**config.mk**
```make
export PLATFORM = sky130hd
export DESIGN_NAME = tomq_cell
export DESIGN_NICKNAME = d
export VERILOG_FILES = /design/src/rtl/core/tomq_pkg.sv /design/src/rtl/core/tomq_cell.sv
export SDC_FILE = /design/constraint.sdc
export NUM_CORES = 1
export LEC_CHECK = 0
export BUFFER_PORTS_ARGS = -buffer_cell sky130_fd_sc_hd__buf_2
export CORE_AREA = 5 5 175 177
export DETAILED_ROUTE_END_ITERATION = 6
export DIE_AREA = 0 0 180 182
export GPL_ROUTABILITY_DRIVEN = 0
export PLACE_DENSITY_LB_ADDON = 0.1
export SLEW_MARGIN = 20
export SYNTH_ARGS = -nofsm -noshare
export SYNTH_HDL_FRONTEND = slang
export SYNTH_SLANG_ARGS = --single-unit
export TNS_END_PERCENT = 100
```
**constraint.sdc**
```tcl
create_clock -name i_clk -period 4.75 [get_ports i_clk]
set_clock_uncertainty 0.1 [all_clocks]
set_input_delay 0.7125 -clock i_clk [delete_from_list [all_inputs] [get_ports i_clk]]
set_output_delay 0.7125 -clock i_clk [all_outputs]
set_load 0.01 [all_outputs]
```
**src/rtl/core/tomq_pkg.sv**
```systemverilog
// Package for the timestamp ordered message queue.
// Holds the shared constants, the operation codes and the cell control struct.
// No dependencies.
package tomq_pkg;

    localparam int DEPTH        = 64;
    localparam int PAYLOAD_BITS = 32;
    localparam int KEY_W        = 64;
    localparam int KIND_W       = 2;

    typedef enum logic [KIND_W-1:0] {
        KIND_INSERT = 2'd0,
        KIND_POP    = 2'd1,
        KIND_PEEK   = 2'd2,
        KIND_NOP    = 2'd3
    } t_kind;

    typedef struct packed {
        logic capture;
        logic op_pop;
        logic op_replace;
        logic op_insert;
    } t_cell_ctl;

endpackage

```
**src/rtl/core/tomq_cell.sv**
```systemverilog
// One slot of the sorted chain; cells run in ascending key order from slot 0.
// Holds key, handle, valid bit and the registered compare flags; depends on tomq_pkg.
module tomq_cell #(
    parameter int PAYLOAD_BITS = tomq_pkg::PAYLOAD_BITS
) (
    input  logic                       i_clk,
    input  logic                       i_rst_n,
    input  tomq_pkg::t_cell_ctl        i_ctl,
    input  logic [tomq_pkg::KEY_W-1:0] i_cmp_key,
    input  logic [tomq_pkg::KEY_W-1:0] i_new_key,
    input  logic [PAYLOAD_BITS-1:0]    i_new_pay,
    input  logic [tomq_pkg::KEY_W-1:0] i_prev_key,
    input  logic [PAYLOAD_BITS-1:0]    i_prev_pay,
    input  logic                       i_prev_valid,
    input  logic                       i_prev_lt,
    input  logic [tomq_pkg::KEY_W-1:0] i_next_key,
    input  logic [PAYLOAD_BITS-1:0]    i_next_pay,
    input  logic                       i_next_valid,
    output logic [tomq_pkg::KEY_W-1:0] o_key,
    output logic [PAYLOAD_BITS-1:0]    o_pay,
    output logic                       o_valid,
    output logic                       o_lt,
    output logic                       o_eq
);
    logic [tomq_pkg::KEY_W-1:0] r_key;
    logic [PAYLOAD_BITS-1:0]    r_pay;
    logic                       r_valid;
    logic                       r_lt;
    logic                       r_eq;

    always_ff @(posedge i_clk) begin
        if (!i_rst_n) begin
            r_valid <= 1'b0;
            r_lt    <= 1'b0;
            r_eq    <= 1'b0;
        end else begin
            if (i_ctl.capture) begin
                r_lt <= r_valid && (r_key < i_cmp_key);
                r_eq <= r_valid && (r_key == i_cmp_key);
            end
            priority if (i_ctl.op_pop) begin
                r_valid <= i_next_valid;
            end else if (i_ctl.op_insert && !r_lt) begin
                r_valid <= i_prev_lt ? 1'b1 : i_prev_valid;
            end else begin
                r_valid <= r_valid;
            end
        end
    end

    always_ff @(posedge i_clk) begin
        priority if (i_ctl.op_pop) begin
            r_key <= i_next_key;
            r_pay <= i_next_pay;
        end else if (i_ctl.op_replace && r_eq) begin
            r_pay <= i_new_pay;
        end else if (i_ctl.op_insert && !r_lt) begin
            r_key <= i_prev_lt ? i_new_key : i_prev_key;
            r_pay <= i_prev_lt ? i_new_pay : i_prev_pay;
        end else begin
            r_key <= r_key;
            r_pay <= r_pay;
        end
    end

    assign o_key   = r_key;
    assign o_pay   = r_pay;
    assign o_valid = r_valid;
    assign o_lt    = r_lt;
    assign o_eq    = r_eq;
endmodule

```
## After elaboration in Yosys (flattened, before gate mapping)

Index checks and enable logic that the tools add are counted.

- Magnitude comparators: 1
- Equality and inequality tests: 2
- Mux-type cells: 11
- Reduce and logical (&&, ||, !) cells: 8

Operators with widths:

| kind | number |
|---|---|
| two-way mux 64 bit | 4 |
| two-way mux 32 bit | 4 |
| equality test 64 bit | 1 |
| less-than comparator 64 bit | 1 |
| logical AND 1 bit | 4 |
| two-way mux 1 bit | 3 |
| nonzero test 3 bit | 1 |
| inequality test 2 bit (second input constant) | 1 |
| AND reduction 2 bit | 1 |
| nonzero test 2 bit | 1 |
| zero test 1 bit | 1 |

- Register bits: 99
- Input bits: 361
- Output and inout bits: 99
- Logic and storage cells: 27

## Depth between registers and ports, before layout

Gate-level depths: netlist (run 1).

- Depth in word-level cells: 5
- Gate-level depth with buffers: 8

## Worst setup path before layout (run 1)

No wires, ideal clock.

- Path kind: input -> register
- Start: in i_ctl[2] in the netlist's numbering
- End: reg r_key, in the netlist o_key[0] (enable)
- Arrival time: 2.600 ns
- Setup slack: 1.629 ns
- Cell stages on the path: 3
- Path buffers: 2
- Path through: clkbuf_1 clkbuf_1 a21o_1

- Cells in the longest elaborated chain, start to end: 2

RTL lines:

| element | line | RTL |
|---|---|---|
| start, declared | tomq_cell.sv:8 | `input tomq_pkg::t_cell_ctl i_ctl,` |
| inequality test 2 bit (no line) or nonzero test 2 bit (tied branches) | - |  |
| AND reduction 2 bit (no line) * | - |  |
| end signal, assigned | tomq_cell.sv:53 | `r_key <= i_next_key;` |
| end signal, assigned | tomq_cell.sv:58 | `r_key <= i_prev_lt ? i_new_key : i_prev_key;` |
| end signal, assigned | tomq_cell.sv:61 | `r_key <= r_key;` |
| end, declared | tomq_cell.sv:25 | `logic [tomq_pkg::KEY_W-1:0] r_key;` |

Mark *: on every way between the ends. The rest lies on a longest branch, timed or not.
A chain may end at the register's enable or synchronous reset.

## Worst setup path after layout (run 1)

- Start: in i_cmp_key[39] in the netlist's numbering
- End: reg r_eq (netlist: o_eq)

- Cells in the longest elaborated chain, start to end: 2

RTL lines:

| element | line | RTL |
|---|---|---|
| start, declared | tomq_cell.sv:9 | `input logic [tomq_pkg::KEY_W-1:0] i_cmp_key,` |
| equality test 64 bit | tomq_cell.sv:39 | `r_eq <= r_valid && (r_key == i_cmp_key);` |
| logical AND 1 bit | tomq_cell.sv:39 |  |
| end signal, assigned | tomq_cell.sv:39 |  |
| end, declared | tomq_cell.sv:29 | `logic r_eq;` |

Every way passes these cells.

==> flow_summary_export.csv, run 1 <==
group,metric,value,unit
outcome,status,"finished, final reports clean",
sta,finalSetupViolCount,0,
route,ant_nets,0,
clocking,cts_sinks,99,
yosys,ys_seq_area_share,44.68,%
floorplan,coreArea,0.02909,mm^2
clocking,clock_latency,0.35,ns
floorplan,die_h,182,um
route,drt_iter0_markers,185,
placement,dp.cells,1487,
route,wl_per_cell,17.48,um
sta,min_period,2.448,ns
route,avgViaCountPerCell,4.203,
grt,grt_pass1_wl,38360,um
grt,grt_max_degree,125,
setup_path,cpLargestDelayFamily,"simple AND/OR/NAND/NOR gates",
layout,final_cells,1504,
yosys,synth_top_area_share,43.77,%
clocking,cts_tree,"built",
setup_path,crit_path_end_kind,"flip-flop",
layout,final-seq-area,0.002943,mm^2
pwr,powerDensity,258.6,mW/mm^2
floorplan,dieArea,0.03276,mm^2
setup_path,cp_max_fo,3,
grt,grt_pass1_vias,6624,
placement,dp_hpwl,22360,um
setup_path,cpPeakStageDelay,0.39,ns
pwr,peakVddDrop,0.0001234,V
setup_path,r2r-start,"o_key[39]$_DFFE_PP_",
setup_path,rr_endpoint,"o_eq$_SDFFE_PN0P_",
floorplan,pin_count,460,
layout,fill_cells,3124,
setup_path,crit_chain,"buf_2 > inv_1 > ha_1 > nand4_2 > nor4_2 > nand4_1 > or3_1 > nor4_2 > o21a_1",
flow_run,maxCapViolCount,0,
setup_path,crit_cells,9,
clocking,cts-root-buf,"clkbuf_16",
layout,multi_input_area,0.003293,mm^2
worst_hold_path,worstHoldPathCells,2,
yosys,synth_area_leader_cell,"edfxtp_1",
yosys,syn-num-nets,1088,
floorplan,fp.dieW,180,um
sta,setup_slack,2.302,ns
grt,gr-total-overflow,0,
sta,timing.final.crit_share,51.54,%
clocking,clk_pin_slew,0.07,ns
layout,mostFrequentLayoutCells,"buf_2 (457), nand2_1 (114), o21ai_1 (96), mux2i_1 (96), edfxtp_1 (96)",
yosys,synth_area_leaders,"edfxtp_1 (44%), mux2i_1 (15%), ha_1 (12%)",
yosys,avgSynthCellArea,9.934,um^2
setup_path,rrSetupSlack,2.36,ns
worst_hold_path,hold_class,"flip-flop to flip-flop",
clocking,ctsResizeCount,0,
yosys,synth-seq-cells,99,
setup_path,cp_num_buf_inv,2,
setup_path,required,4.94,ns
setup_path,critical_path_class,"input port to flip-flop",
route,drc,0,
sta,tightestPinTransition,0.7528,ns
sta,fmax,408.5,MHz
yosys,ys_types,35,
worst_hold_path,min-delay-start,"o_lt$_SDFFE_PN0P_",
grt,grtUsageTotal,15.13,%
setup_path,start_kind,"input port",
setup_path,crit_slowest_cell,"nor4_2",
setup_path,reg2reg_depth,7,
route,finalWirelength,26290,um
sta,setup_tns,0,ns
floorplan,initial_core_util,22.64,%
route,first_pass_iters,4,
yosys,yosysWarnings,0,
grt,antenna_found_initial,2,
worst_hold_path,holdPathEnd,"o_lt$_SDFFE_PN0P_",
clocking,clockBufferDepth,2,
sta,rsz0062_at_grt,"false",
sta,hold_viol_final,0,
pwr,leakagePower,4.990,nW
yosys,synth-edff-count,96,
floorplan,row_count,63,
layout,layout.nets,1533,
route,via_count,6322,
clocking,postCtsHoldBufs,0,
layout,final_common_cell,"buf_2",
layout,drive_above_1_share,43.76,%
setup_path,critPathMostFrequentCell,"nor4_2",
sta,maxSlewViolCount,0,
clocking,cts_buffers,9,
pwr,p_total,2.486,mW
layout,finalInstanceArea,0.009612,mm^2
clocking,htreeDepth,3,
placement,dp_slack,1.912,ns
placement,portBuffers,459,
yosys,synth-main-ff-cell,"edfxtp_1",
yosys,synthCells,663,
sta,slew_headroom,49.82,%
clocking,postCtsSetupRepairBufs,0,
placement,placed_area,0.009328,mm^2
yosys,async_flop_share,0,%
layout,area_growth,45.93,%
yosys,synth_area,0.006586,mm^2
setup_path,crit_arrival,2.64,ns
[metrics by stage]
stage | util, % | hold WS, ns
after CTS | 33.04 | 0.4266
final | 33.05 | 0.4180
after global placement | 32.07 | 0.4151
after floorplan | - | 0.4148
after global routing | 33.04 | 0.4799
after detailed placement | 32.07 | 0.4164
[per-layer routing]
| layer | up-vias | part of all wire (%) | routed length, um | track usage, % |
|---|---|---|---|---|
| met5 | - | 0 | 0 | 0 |
| met4 | 0 | 1.8 | 483 | 4.145 |
| met3 | 22 | 7.4 | 1952 | 4.427 |
| met2 | 274 | 51 | 13320 | 27.55 |
| met1 | 2750 | 40 | 10530 | 17.28 |
| li1 | 3276 | - | - | - |
[report_power, final]
group	internal, mW	switching, mW
combinational	0.301	0.342
sequential	1.06	0.0432
clock	0.365	0.371
[flip-flops by register name, indices dropped and copies added (netlist names)]
signal,cells
o_eq,1
o_key,64
o_lt,1
o_pay,32
o_valid,1
[synthesized netlist by cell type, types with 3 or more instances]
master / count
o21ai_0: 9
a21o_1: 4
and4_1: 6
edfxtp_1: 96
clkbuf_1: 20
nor2b_1: 4
nand4_1: 8
ha_1: 64
a21oi_1: 29
a211oi_1: 3
mux2i_1: 96
inv_1: 64
nand3_1: 9
dfxtp_1: 3
o21ai_1: 96
buf_2: 5
nand2_1: 114
nor2_1: 9
buf_1: 6
[worst max-delay path by stage]
stage,startpoint,endpoint,slack [ns]
floorplan,i_ctl[2],o_key[0]$_DFFE_PP_,1.63
global placement,i_cmp_key[39],o_eq$_SDFFE_PN0P_,1.99
detailed placement,i_cmp_key[39],o_eq$_SDFFE_PN0P_,1.91
CTS,i_cmp_key[39],o_eq$_SDFFE_PN0P_,2.27
global route,i_cmp_key[39],o_eq$_SDFFE_PN0P_,2.11
finish,i_cmp_key[39],o_eq$_SDFFE_PN0P_,2.30
[kinds of logic (layout without fill, tap and decap cells)]
kind of cell | count (synthesis) | in the layout | synth area share (%)
and+or+nand+nor | 159 | 159 | 10.96
AOI/OAI and AO/OA | 150 | 150 | 12.10
DFF | 99 | 99 | 44.68
muxes | 96 | 96 | 14.59
buffers and inverters | 95 | 545 | 5.509
adders and majority gates | 64 | 64 | 12.16
other | 0 | 1 | 0
[worst register-to-register path, cell delays in order, from the launching register on]
cell and delay (ns):
edfxtp_1 0.40, ha_1 0.35, nand4_2 0.17, nor4_2 0.40, nand4_1 0.18, or3_1 0.39, nor4_2 0.23, o21a_1 0.13
[cell type report]
cell class / instances / area share [%]
inverters: 64 / 2.499
diodes: 1 / 0.02603
clock inverters: 7 / 0.5858
multi-input cells: 469 / 34.26
clock buffers: 9 / 2.343
repair buffers: 465 / 24.59
flip-flops and latches: 99 / 30.62
well taps: 390 / 5.077
Note: power is estimated with default switching activity, not from simulation.
==> run 2, diff against run 1 <==
==> constraint.sdc (replaced) <==
create_clock -name i_clk -period 2.3 [get_ports i_clk]
set_clock_uncertainty 0.1 [all_clocks]
set_input_delay 0.345 -clock i_clk [delete_from_list [all_inputs] [get_ports i_clk]]
set_output_delay 0.345 -clock i_clk [all_outputs]
set_load 0.01 [all_outputs]
==> run 2 against run 1 <==
  * Register-to-register slack lost 2.3 ns
  * Count of clock-buffer cells in the layout is the same
  * Critical endpoint unchanged
  * Largest power group unchanged
  * Worst setup slack lost 2.2 ns
  * Final cell count grew 0.80%
  * Highest routed layer is now met5
  * Non-clock buffer count grew 12
  * Clock power grew 110%
  * Critical path depth shrank 2
  * Global-route usage shrank 0.18 points
  * Power grew 110%
==> flow_summary_export.csv, run 2 (synthesized netlist as in run 1, its figures left out) <==
group,metric,value,unit
pwr,p_sw,1.516,mW
floorplan,pin_count,460,
layout,final_common_cell,"buf_2",
route,drt_iter0_markers,132,
clocking,cts_buffers,9,
outcome,status,"finished, final reports clean",
setup_path,r2r-start,"o_key[61]$_DFFE_PP_",
sta,setup_tns,0,ns
grt,gr-total-overflow,0,
floorplan,die_h,182,um
floorplan,coreArea,0.02909,mm^2
setup_path,crit_arrival,2.39,ns
route,via_count,6378,
grt,grt_pass1_vias,6562,
floorplan,row_count,63,
setup_path,required,2.49,ns
floorplan,initial_core_util,22.64,%
layout,largest_reg_flops,64,
clocking,clk_pin_slew,0.07,ns
pwr,sequentialPowerShare,43.5,%
pwr,swShare,29.01,%
route,avgViaCountPerCell,4.207,
layout,area_growth,50.46,%
worst_hold_path,hold_class,"input port to flip-flop",
setup_path,rrSetupSlack,0.10,ns
sta,finalSetupViolCount,0,
grt,grtUsageTotal,14.95,%
floorplan,fp.dieW,180,um
sta,fmax,455.4,MHz
grt,antenna_found_initial,4,
clocking,clock_latency,0.35,ns
pwr,clkPwrFrac,29.6,%
layout,mostFrequentLayoutCells,"buf_2 (457), nand2_1 (113), o21ai_1 (96), mux2i_1 (96), edfxtp_1 (96)",
route,drc,0,
worst_hold_path,worstHoldPathCells,2,
grt,grt_max_degree,71,
setup_path,cp_max_fo,2,
pwr,peakVddDrop,0.0003893,V
sta,rsz0062_at_grt,"true",
sta,slew_headroom,71.73,%
setup_path,critical_path_class,"flip-flop to flip-flop",
pwr,power.internal,3.709,mW
route,wl_per_cell,17.01,um
clocking,cts_sinks,99,
setup_path,start_kind,"flip-flop",
grt,grt_pass1_wl,37960,um
layout,utilization,34.07,%
clocking,cts-root-buf,"clkbuf_16",
pwr,power.share.combinational,26.8,%
clocking,cts_tree,"built",
sta,hold_viol_final,0,
pwr,powerDensity,527.3,mW/mm^2
worst_hold_path,holdPathEnd,"o_eq$_SDFFE_PN0P_",
flow_run,maxCapViolCount,0,
setup_path,rr_endpoint,"o_eq$_SDFFE_PN0P_",
clocking,htreeDepth,3,
placement,dp_hpwl,22220,um
sta,timing.final.crit_share,95.48,%
sta,maxSlewViolCount,0,
sta,tightestPinTransition,0.4241,ns
setup_path,crit_path_end_kind,"flip-flop",
sta,min_period,2.196,ns
setup_path,reg2reg_depth,7,
layout,drive_above_1_share,45.11,%
route,first_pass_iters,4,
pwr,leakagePower,5.098,nW
route,finalWirelength,25790,um
layout,layout.nets,1545,
placement,portBuffers,459,
route,ant_nets,0,
worst_hold_path,min-delay-start,"i_rst_n",
floorplan,dieArea,0.03276,mm^2
clocking,clockBufferDepth,2,
==> run 2: cell types whose count changed in the layout (fill, tap and decap cells not counted), moves of 2 or more <==
cell,change
buf_12,+7
ha_1,-6
ha_4,+6
buf_4,+5
inv_6,-2
nor4_2,-2
nor4_4,+2
==> run 2: power groups by stage <==
stage                     logic (mW)  clock network (mW)  registers, mW
after floorplan                0.567                   0           2.40
after global placement          1.41                   0           2.31
after detailed placement        1.41                   0           2.31
after CTS                       1.41                1.64           2.27
after global routing            1.58                1.69           2.30
final                           1.40                1.55           2.27
==> run 2: worst max-delay path, stage by stage, from the launching register on <==
cell,delay [ns]
edfxtp_1,0.45
ha_4,0.30
nand4_1,0.11
and4bb_2,0.36
nand2_2,0.08
or3_4,0.40
nor4_4,0.22
o21a_1,0.13
==> run 2: worst max path at each step <==
stage	slack [ns]	to	startpoint
finish	0.10	o_eq$_SDFFE_PN0P_	o_key[61]$_DFFE_PP_
global route	-0.03	o_eq$_SDFFE_PN0P_	o_key[36]$_DFFE_PP_
CTS	0.01	o_eq$_SDFFE_PN0P_	o_key[61]$_DFFE_PP_
detailed placement	-0.12	o_eq$_SDFFE_PN0P_	i_cmp_key[36]
global placement	-0.04	o_eq$_SDFFE_PN0P_	i_cmp_key[36]
floorplan	0.09	o_key[0]$_DFFE_PP_	i_ctl[2]
==> run 2: area by class of cell <==
class	count	area, um^2
diodes	2	5.005
clock buffers	9	225.2
clock inverters	6	65.06
fillers	3089	19180
inverters	64	240.2
multi-input cells	469	3402
flip-flops and latches	99	2943
well taps	390	488.0
repair buffers	477	2541
==> run 2: timing repair <==
action                     4_1_cts  5_1_grt
cloned                           0        0
setup buffers                    0        2
hold buffers                     0        0
pin swaps                        2        6
setup endpoints to repair        2        2
gates resized for setup          4        8
hold endpoints to repair         0        0
==> run 2: routing by layer <==
metal	global-route usage (%)	part of all wire, %	routed length, um	vias to the layer above
li1	-	-	-	3301
met5	0	0.11	28	-
met1	16.79	39	10010	2764
met3	4.768	8.0	2071	28
met2	27.29	51	13270	279
met4	4.054	1.6	421	6
==> run 2: metrics by stage <==
step / hold WS [ns] / instances / area, um^2 / setup slack (ns) / power, mW
final: 0.1630 / 1516 / 9910 / 0.1039 / 5.226
after global routing: 0.1579 / 1515 / 9907 / -0.03255 / 5.575
after CTS: 0.1354 / 1512 / 9806 / 0.01338 / 5.330
after detailed placement: 0.4258 / 1497 / 9490 / -0.1222 / 3.721
after global placement: 0.4282 / 1497 / 9490 / -0.03651 / 3.717
after floorplan: 0.3628 / 663 / 6588 / 0.08778 / 2.966
==> run 3, diff against run 2 <==
--- a/config.mk
+++ b/config.mk
@@ -10,7 +10,7 @@
 export DETAILED_ROUTE_END_ITERATION = 6
 export DIE_AREA = 0 0 180 182
 export GPL_ROUTABILITY_DRIVEN = 0
-export PLACE_DENSITY_LB_ADDON = 0.1
+export PLACE_DENSITY = 0.56
 export SLEW_MARGIN = 20
 export SYNTH_ARGS = -nofsm -noshare
 export SYNTH_HDL_FRONTEND = slang
==> run 3 against run 2 <==
  * The flow now finishes with violations (negative setup slack)
  * Register-to-register slack worse by 0.15 ns
  * Sequential share of layout area is 0.093 points lower
  * Via count is 2.1% higher
  * Design area is 0.32% higher
  * Highest routed layer unchanged
==> flow_summary_export.csv, run 3 (synthesized netlist as in run 1, its figures left out) <==
group,metric,value,unit
floorplan,coreArea,0.02909,mm^2
route,wl_per_cell,16.05,um
setup_path,crit_arrival,2.48,ns
layout,diodes,0,
outcome,violations,"negative setup slack",
layout,mostFrequentLayoutCells,"buf_2 (457), nand2_1 (113), o21ai_1 (96), mux2i_1 (96), edfxtp_1 (96)",
setup_path,cp_num_buf_inv,0,
layout,drive_above_1_share,45.43,%
clocking,cts_tree,"built",
clocking,clock_latency,0.35,ns
floorplan,initial_core_util,22.64,%
pwr,powerDensity,520.7,mW/mm^2
grt,grt_max_degree,78,
placement,dp.cells,1510,
layout,final_common_cell,"buf_2",
route,via_count,6512,
worst_hold_path,hold_class,"input port to flip-flop",
route,drt_iter0_markers,147,
sta,timing.final.crit_share,101.9,%
sta,maxSlewViolCount,0,
route,drc,0,
sta,setup_slack,-0.04425,ns
pwr,peakVddDrop,0.0002195,V
clocking,postCtsHoldBufs,0,
placement,portBuffers,459,
floorplan,pin_count,460,
setup_path,cp_max_fo,2,
sta,hold_viol_final,0,
clocking,htreeDepth,3,
placement,dp_hpwl,21410,um
sta,tightestPinTransition,0.4257,ns
setup_path,crit_slowest_cell,"edfxtp_1",
setup_path,cpPeakStageDelay,0.46,ns
grt,antenna_found_initial,2,
sta,slew_headroom,71.56,%
sta,fin_hold_ws,0.1539,ns
setup_path,reg2reg_depth,7,
route,avgViaCountPerCell,4.262,
setup_path,start_kind,"flip-flop",
sta,fmax,426.6,MHz
layout,largest_reg_flops,64,
worst_hold_path,holdPathEnd,"o_valid$_SDFFE_PN0P_",
placement,dp_slack,-0.1544,ns
layout,multi_input_area,0.003361,mm^2
clocking,clockBufferDepth,2,
floorplan,fp.dieW,180,um
setup_path,critPathMostFrequentCell,"nand4_1",
setup_path,rr_endpoint,"o_lt$_SDFFE_PN0P_",
setup_path,r2r-start,"o_key[35]$_DFFE_PP_",
setup_path,critical_path_class,"flip-flop to flip-flop",
floorplan,row_count,63,
flow_run,maxCapViolCount,0,
clocking,clk_pin_slew,0.08,ns
sta,finalSetupViolCount,1,
pwr,leakagePower,5.153,nW
sta,rsz0062_at_grt,"true",
route,first_pass_iters,5,
worst_hold_path,min-delay-start,"i_next_valid",
placement,placed_area,0.009582,mm^2
route,ant_nets,0,
outcome,status,"finished with violations",
sta,min_period,2.344,ns
route,finalWirelength,24530,um
setup_path,cpLargestDelayFamily,"simple AND/OR/NAND/NOR gates",
grt,grtUsageTotal,14.06,%
setup_path,crit_path_end_kind,"flip-flop",
clocking,cts_sinks,99,
layout,final_cells,1528,
floorplan,dieArea,0.03276,mm^2
setup_path,required,2.43,ns
layout,area_growth,50.93,%
setup_path,crit_chain,"ha_4 > nand4_1 > nor4_4 > nand4_1 > or3_4 > a31oi_1 > o31ai_1",
floorplan,die_h,182,um
setup_path,rrSetupSlack,-0.04,ns
clocking,cts_buffers,9,
clocking,cts-root-buf,"clkbuf_16",
layout,fill_cells,3035,
layout,layout.nets,1558,
grt,grt_pass1_wl,36270,um
grt,grt_pass1_vias,6734,
grt,gr-total-overflow,0,
worst_hold_path,worstHoldPathCells,3,
layout,final-seq-area,0.002943,mm^2
layout,finalInstanceArea,0.009941,mm^2
## run 3: layout make-up
type,count,area share [%]
clock buffers,9,2.266
clock inverters,7,0.5790
inverters,64,2.417
multi-input cells,469,33.81
flip-flops and latches,99,29.60
well taps,390,4.909
repair buffers,490,26.42
## run 3: where the power goes
group	leakage, nW	internal (mW)	switching [mW]	total, mW
clock network	0.136	0.753	0.743	1.50
registers	1.02	2.19	0.0833	2.28
logic	4.00	0.681	0.722	1.40
total	5.15	3.63	1.55	5.18
## run 3: layer usage
metal  wire (um)  share of wire, %  track usage, %  vias up
met2       12750                52           25.89      257
met3        1624               6.6           3.826       21
met4         329               1.3           3.078        4
met1        9785                40           16.33     2907
met5          34              0.14               0        -
li1            -                 -               -     3323
## run 3: how the worst max path moves through the flow
| stage | start | to | cells after the start |
|---|---|---|---|
| after floorplan | i_ctl[2] | o_key[0]$_DFFE_PP_ | 3 |
| after global placement | i_cmp_key[56] | o_eq$_SDFFE_PN0P_ | 9 |
| after detailed placement | i_cmp_key[37] | o_eq$_SDFFE_PN0P_ | 9 |
| after CTS | o_key[53]$_DFFE_PP_ | o_eq$_SDFFE_PN0P_ | 7 |
| after global routing | o_key[35]$_DFFE_PP_ | o_lt$_SDFFE_PN0P_ | 7 |
| final | o_key[35]$_DFFE_PP_ | o_lt$_SDFFE_PN0P_ | 7 |
## run 3: tightest hold or removal path: cells and delay by family
family | cells | cell delay (ns)
and+or+nand+nor | 1 | 0.09
buffers and inverters | 1 | 0.08
AOI/OAI and AO/OA | 1 | 0.06
## run 3: through the flow
stage | utilization, % | setup TNS [ns] | power (mW)
floorplan | - | 0 | 2.966
global placement | 32.94 | -0.1497 | 3.704
detailed placement | 32.94 | -0.2752 | 3.724
CTS | 34.07 | 0 | 5.288
global route | 34.18 | -0.2830 | 5.507
finish | 34.18 | -0.04425 | 5.176
## run 3: what timing repair did
action | CTS | global route
pin swaps | 2 | 7
setup endpoints to repair | 2 | 2
gates resized for setup | 6 | 3
buffers inserted | 1 | 1
